==> src/design/acp_pkg.sv <==
// shared types and constants for the ascii coordinate command parser
package acp_pkg;

	localparam logic [7:0] CharZero  = 8'd48;
	localparam logic [7:0] CharNine  = 8'd57;
	localparam logic [7:0] CharSpace = 8'h20;
	localparam logic [7:0] CharMinus = 8'h2d;
	localparam logic [7:0] CharNul   = 8'h00;

	typedef enum logic [6:0] {
		PH_LEAD = 7'b0000001,
		PH_XDIG = 7'b0000010,
		PH_GAP  = 7'b0000100,
		PH_YDIG = 7'b0001000,
		PH_XNEG = 7'b0010000,
		PH_YNEG = 7'b0100000,
		PH_CMD  = 7'b1000000
	} phase_t;

	typedef enum logic [1:0] {
		ST_FOUND = 2'd0,
		ST_BAD   = 2'd1,
		ST_ENDED = 2'd2
	} status_t;

	typedef struct packed {
		phase_t      phase;
		logic [31:0] x_acc;
		logic [31:0] y_acc;
		logic [7:0]  kept;
		logic        done;
	} parse_state_t;

	typedef struct packed {
		logic        hit;
		logic [31:0] x_value;
		logic [31:0] y_value;
		logic [7:0]  command;
		status_t     status;
	} parse_result_t;

	localparam parse_state_t StateReset = '{
		phase: PH_LEAD,
		x_acc: 32'd0,
		y_acc: 32'd0,
		kept:  8'd0,
		done:  1'b0
	};

endpackage

==> src/design/acp_step.sv <==
// per-byte next-state and result logic of the parser
module acp_step import acp_pkg::*; (
	input  parse_state_t  cur,
	input  logic [7:0]    char_code,
	input  logic          last,
	output parse_state_t  nxt,
	output parse_result_t res
);

	logic        is_dig;
	logic        is_sp;
	logic        is_min;
	logic        term;
	logic [31:0] digit;
	logic [31:0] x_acc10;
	logic [31:0] y_acc10;
	logic [31:0] x_add;
	logic [31:0] y_add;
	logic [31:0] y_sub;
	logic        hit;
	status_t     st;

	assign is_dig  = char_code inside {[CharZero:CharNine]};
	assign is_sp   = (char_code == CharSpace);
	assign is_min  = (char_code == CharMinus);
	assign term    = (char_code == CharNul) || last;
	assign digit   = {28'd0, char_code[3:0]};
	assign x_acc10 = {cur.x_acc[28:0], 3'b000} + {cur.x_acc[30:0], 1'b0};
	assign y_acc10 = {cur.y_acc[28:0], 3'b000} + {cur.y_acc[30:0], 1'b0};
	assign x_add   = x_acc10 + digit;
	assign y_add   = y_acc10 + digit;
	assign y_sub   = y_acc10 - digit;

	always_comb begin
		nxt = cur;
		hit = 1'b0;
		st  = ST_FOUND;
		if (!cur.done) begin
			if (char_code != CharNul) begin
				case (cur.phase)
					PH_LEAD: begin
						if (is_min) begin
							nxt.phase = PH_XNEG;
						end else if (is_dig) begin
							nxt.phase = PH_XDIG;
							nxt.x_acc = x_add;
						end else if (!is_sp) begin
							nxt.phase = PH_XDIG;
							hit = 1'b1;
							st  = ST_BAD;
						end
					end
					PH_XDIG: begin
						if (is_dig) begin
							nxt.x_acc = x_add;
						end else if (is_sp) begin
							nxt.phase = PH_GAP;
						end else begin
							hit = 1'b1;
							st  = ST_BAD;
						end
					end
					PH_GAP: begin
						if (is_dig) begin
							nxt.phase = PH_YDIG;
							nxt.y_acc = y_add;
						end else if (is_min) begin
							nxt.phase = PH_YNEG;
						end else if (!is_sp) begin
							hit = 1'b1;
							st  = ST_BAD;
						end
					end
					PH_YDIG: begin
						if (is_dig) begin
							nxt.y_acc = y_add;
						end else begin
							nxt.phase = PH_CMD;
							if (!is_sp) begin
								nxt.kept = char_code;
								hit = 1'b1;
							end
						end
					end
					PH_XNEG: begin
						if (is_dig) begin
							nxt.x_acc = x_add;
						end else begin
							nxt.x_acc = 32'd0 - cur.x_acc;
							nxt.phase = PH_GAP;
							if (is_min) begin
								nxt.phase = PH_YNEG;
							end else if (!is_sp) begin
								hit = 1'b1;
								st  = ST_BAD;
							end
						end
					end
					PH_YNEG: begin
						if (is_dig) begin
							nxt.y_acc = y_sub;
						end else begin
							nxt.phase = PH_CMD;
							if (!is_sp) begin
								nxt.kept = char_code;
								hit = 1'b1;
							end
						end
					end
					PH_CMD: begin
						if (!is_sp) begin
							nxt.kept = char_code;
							hit = 1'b1;
						end
					end
					default: begin
						nxt = cur;
					end
				endcase
			end
			if (!hit && term) begin
				if (nxt.phase == PH_XNEG) begin
					nxt.x_acc = 32'd0 - nxt.x_acc;
				end
				if (nxt.phase == PH_CMD) begin
					nxt.kept = 8'd0;
				end
				hit = 1'b1;
				st  = ST_ENDED;
			end
		end

		res.hit     = hit;
		res.x_value = nxt.x_acc;
		res.y_value = nxt.y_acc;
		res.command = nxt.kept;
		res.status  = st;

		// message boundary clears everything but the kept command
		if (term) begin
			nxt.phase = PH_LEAD;
			nxt.x_acc = 32'd0;
			nxt.y_acc = 32'd0;
			nxt.done  = 1'b0;
		end else if (hit) begin
			nxt.done = 1'b1;
		end
	end

endmodule

==> src/design/ascii_coordinate_command_parser_unit.sv <==
// top level of the ascii coordinate command parser
//
//  channel | direction | handshake            | payload
//  --------+-----------+----------------------+-----------------------------------
//  input   | in        | in_valid / in_ready  | char_code, last
//  result  | out       | out_valid / out_ready| x_value, y_value, command, status
//
// one byte per cycle while out_ready does not stall a held result; a byte that yields a result
// has it registered in the result register after the input register and the byte logic
// arst_n clears the parse state, the kept command and both valid flags
// a stalled result holds the byte stage, which in turn drops in_ready once it is full
module ascii_coordinate_command_parser_unit import acp_pkg::*; (
	input  logic               clk,
	input  logic               arst_n,
	input  logic               in_valid,
	output logic               in_ready,
	input  logic [7:0]         char_code,
	input  logic               last,
	output logic               out_valid,
	input  logic               out_ready,
	output logic signed [31:0] x_value,
	output logic signed [31:0] y_value,
	output logic [7:0]         command,
	output logic [1:0]         status
);

	logic          valid_s1;
	logic [7:0]    char_s1;
	logic          last_s1;
	logic          valid_s2;
	logic [31:0]   x_s2;
	logic [31:0]   y_s2;
	logic [7:0]    cmd_s2;
	status_t       status_s2;
	parse_state_t  state_q;
	parse_state_t  state_nxt;
	parse_result_t res;
	logic          advance;

	acp_step u_step (
		.cur       (state_q),
		.char_code (char_s1),
		.last      (last_s1),
		.nxt       (state_nxt),
		.res       (res)
	);

	assign advance  = valid_s1 && (!valid_s2 || out_ready);
	assign in_ready = !valid_s1 || advance;

	always_ff @(posedge clk or negedge arst_n) begin
		if (!arst_n) begin
			valid_s1 <= 1'b0;
		end else if (in_ready) begin
			valid_s1 <= in_valid;
		end
	end

	always_ff @(posedge clk) begin
		if (in_ready && in_valid) begin
			char_s1 <= char_code;
			last_s1 <= last;
		end
	end

	always_ff @(posedge clk or negedge arst_n) begin
		if (!arst_n) begin
			state_q <= StateReset;
		end else if (advance) begin
			state_q <= state_nxt;
		end
	end

	always_ff @(posedge clk or negedge arst_n) begin
		if (!arst_n) begin
			valid_s2 <= 1'b0;
		end else if (advance) begin
			valid_s2 <= res.hit;
		end else if (out_ready) begin
			valid_s2 <= 1'b0;
		end
	end

	always_ff @(posedge clk) begin
		if (advance && res.hit) begin
			x_s2      <= res.x_value;
			y_s2      <= res.y_value;
			cmd_s2    <= res.command;
			status_s2 <= res.status;
		end
	end

	assign out_valid = valid_s2;
	assign x_value   = x_s2;
	assign y_value   = y_s2;
	assign command   = cmd_s2;
	assign status    = status_s2;

endmodule

==> config.mk <==
export PLATFORM = sky130hd
export DESIGN_NAME = ascii_coordinate_command_parser_unit
export DESIGN_NICKNAME = d
export VERILOG_FILES = /design/src/design/acp_pkg.sv /design/src/design/acp_step.sv /design/src/design/ascii_coordinate_command_parser_unit.sv
export SDC_FILE = /design/constraint.sdc
export NUM_CORES = 1
export LEC_CHECK = 0
export ABC_AREA = 1
export BUFFER_PORTS_ARGS = -buffer_cell sky130_fd_sc_hd__clkbuf_2
export CAP_MARGIN = 20
export CORE_ASPECT_RATIO = 1.2
export CORE_UTILIZATION = 40
export CTS_BUF_LIST = sky130_fd_sc_hd__clkbuf_16
export DETAILED_ROUTE_END_ITERATION = 12
export GPL_TIMING_DRIVEN = 0
export SKIP_CTS_REPAIR_TIMING = 1
export SLEW_MARGIN = 15
export SYNTH_ARGS = -nofsm -noshare
export SYNTH_HDL_FRONTEND = slang
export SYNTH_SLANG_ARGS = --single-unit
==> constraint.sdc <==
create_clock -name clk -period 7 [get_ports clk]
set_input_delay 1.4 -clock clk [delete_from_list [all_inputs] [get_ports clk]]
set_output_delay 1.4 -clock clk [all_outputs]
set_load 0.01 [all_outputs]
==> impl_metrics.py <==
metrics = {
    "run_status": {
        "status": "completed",
    },
    "final_layout": {
        "mostFrequentLayoutCells": "954 x nand2_1, 338 x inv_1, 277 x nor2_1, 269 x nand3_1, 102 x a21oi_1",
        "final_cells": 3426,
        "area_delta_synth_final_pct": 11.0,
        "finalNetCount": 2980,
        "final_common_cell": "nand2_1",
        "multi_input_area_um2": 11000,
        "fillers": 4525,
        "regArea_um2": 4550,
        "diodes": 0,
        "drive_above_1_share_pct": 10.3,
    },
    "hold_path": {
        "hold_path_class": "flop to flop",
        "hold_path.startpoint": "state_q[40]$_DFFE_PN0P_",
    },
    "sta": {
        "tightest_slew_ns": 1.02,
        "rsz0062_at_grt": "false",
        "setup-violations-final": 0,
        "fin_crit_sh_pct": 73.2,
        "period_needed_ns": 5.12,
        "final_hold_viol_count": 0,
        "max-slew-margin-rel_pct": 31.8,
        "drv_slew": 0,
        "clock_skew_ns": 0.0225,
        "fin_setup_tns_ns": 0,
        "worst_hold_slack_ns": 0.494,
        "max_freq_mhz": 195,
    },
    "worst_setup_path": {
        "crit_start": "char_s1[3]$_DFFE_PP_",
        "critPathMaxStageDelay_ns": 0.60,
        "cp_data_arrival_time_ns": 5.37,
        "slowest_stage": "fa_1",
        "path_cells": "inv_1 > fa_1 > inv_1 > fa_1 > nand2_1 > nand2_1 > nand3_1 > nand2_1 > nand2_1 > nand3_1 > o21ai_0 > a21oi_1 > nor2_1 > nand2_1 > nor2_1 > nand3_2 > nor2_1 > nand2_1 > nand3_1 > nand3_1 > and2_1",
        "cp-start-kind": "flop",
        "crit_path_end_kind": "flop",
        "r2r-start": "char_s1[3]$_DFFE_PP_",
        "path_max_fanout": 6,
        "cp_common_cell": "nand2_1",
        "required_ns": 7.24,
        "critPathKind": "flop to flop",
    },
    "detailed_routing": {
        "postRouteAntennaNets": 0,
        "drtIter0Drc": 1411,
        "drt_wl_total_um": 67600,
        "wl_per_cell_um": 19.7,
        "vias": 18680,
        "viasPerCell": 5.45,
        "firstDrtPassIters": 5,
        "drc": 0,
    },
    "clock_network": {
        "insertion_delay_ns": 0.50,
        "htreeDepth": 4,
        "max-clock-path-buffers": 2,
        "cts_inserted_buffers": 17,
        "clk_root_buffer_cell": "clkbuf_16",
        "cts_sinks": 165,
        "clk_pin_slew_ns": 0.09,
        "cts_tree": "done",
    },
    "synthesis": {
        "yosysWarnings": 0,
        "netlist_top_cells_area": "nand2_1 21%, edfxtp_1 14%, dfrtp_1 12%",
        "synth_top_area_cell": "nand2_1",
        "synth_edf_count": 83,
        "synth_cell_type_count": 61,
        "seq_area_frac_synth_pct": 26.4,
        "synth_seq_cells": 165,
        "synth_top_area_share_pct": 20.8,
        "synth_cells": 2755,
        "synthesis.area_um2": 17200,
        "syn_nets": 2868,
        "syn_area_per_cell_um2": 6.25,
        "async_flop_share_pct": 49.7,
        "synth-main-ff-cell": "edfxtp_1",
    },
    "place": {
        "io_buffers": 88,
        "place_congestion": 1.01,
        "dp_hpwl_um": 54600,
        "dp.cells": 3394,
    },
    "floorplanning": {
        "rows": 82,
        "die-width_um": 191,
        "die_h_um": 229,
        "die-area_um2": 43800,
        "io_pins": 89,
        "fp.coreArea_um2": 42100,
        "initial_core_util_pct": 40.9,
    },
    "power_and_ir_drop": {
        "powerDensity_nw_per_um2": 344,
        "leakage_nw": 10.1,
        "max-vdd-ir-drop_mv": 0.242,
    },
    "job": {
        "cap_violations": 0,
    },
    "global_route": {
        "grt_max_degree": 54,
        "grt_pass1_vias": 18044,
        "grt_overflow": 0,
        "grt_first_pass_wirelength_um": 104000,
        "antenna_found_initial": 1,
        "grt_usage_pct": 31.3,
    },
}
[worst max-delay path, delay by kind of cell, from the launching register on]
family | cells | cell delay, ns
DFF | 1 | 0.52
AOI/OAI and AO/OA | 2 | 0.25
buffers and inverters | 2 | 0.38
adders and majority gates | 2 | 1.04
and+or+nand+nor | 15 | 2.67
[layout make-up]
| class | count | share of cell area (%) |
|---|---|---|
| Inverter | 363 | 7.15 |
| Clock buffer | 17 | 2.23 |
| Timing Repair Buffer | 93 | 3.07 |
| Buffer | 58 | 1.37 |
| Tap cell | 546 | 3.58 |
| Multi-Input combinational cell | 2169 | 57.8 |
| Clock inverter | 15 | 0.963 |
| Sequential cell | 165 | 23.8 |
[path summary, 6_finish.rpt]
| path | endpoint | slack (ns) | cells after the start |
|---|---|---|---|
| max | x_value[31]$_DFFE_PP_ | 1.88 | 21 |
| min | state_q[40]$_DFFE_PN0P_ | 0.49 | 2 |
| max reg2reg | x_value[31]$_DFFE_PP_ | 1.88 | 21 |
| min reg2reg | state_q[40]$_DFFE_PN0P_ | 0.49 | 2 |
| max in group asynchronous | state_q[73]$_DFFE_PN1P_ | 5.51 | 2 |
| min in group asynchronous | state_q[30]$_DFFE_PN0P_ | 0.82 | 1 |
[cell families after synthesis]
family                     Yosys count  synth area share (%)
xor gates and xnor gates            52                  3.32
adders and majority gates          100                  7.49
DFF                                165                  26.4
buffers and inverters              421                  9.45
AOI/OAI and AO/OA                  300                  9.96
and+or+nand+nor                   1717                  43.3
[per-stage QoR]
step                setup WS [ns]  utilization, %  total power [W]  cell area, um2
floorplan                   0.968               -          0.00412           17200
global placement            -2.31            43.6          0.00544           18300
detailed placement           2.05            43.9          0.00549           18500
CTS                          2.04            45.4          0.00656           19100
global route                 1.75            45.4          0.00705           19100
finish                       1.88            45.4          0.00658           19100
[routing by layer]
metal / vias up / track usage, % / part of all wire, % / wire, um
met1: 8767 / 35.6 / 39 / 26200
li1: 9165 / - / - / -
met4: 2 / 18.7 / 6.2 / 4220
met3: 176 / 3.80 / 4.4 / 2990
met5: - / 0 / 0.028 / 19
met2: 570 / 55.6 / 51 / 34200
[power by group]
part | internal (W) | switching [W] | leakage (nW)
logic | 0.00116 | 0.00280 | 7.89
clock network | 0.000542 | 0.000501 | 0.300
registers | 0.00137 | 0.000205 | 1.92
[state kept, by name, indices dropped and copies added, names as in the netlist]
name       count
state_q       80
x_value       32
y_value       32
char_s1        8
command        8
status         2
last_s1        1
out_valid      1
valid_s1       1
[Yosys cell counts (all sizes together) (2+ instances only)]
library cell	count
nand4	54
nor3	37
a21oi	112
edfxtp	83
or2	23
o21ai	133
o211ai	13
nor4	7
a21boi	5
o21a	2
o22ai	12
a21o	2
o221ai	4
a31oi	4
dfrtp	81
a32o	2
buf	29
nand3	279
ha	95
o32ai	2
nor2	316
nand2	978
a22oi	3
a211oi	2
fa	5
nand3b	18
xnor2	14
clkinv	6
xor2	38
clkbuf	29
and2	4
inv	357
o21bai	3
No activity file was read; power rests on OpenSTA's default activity.
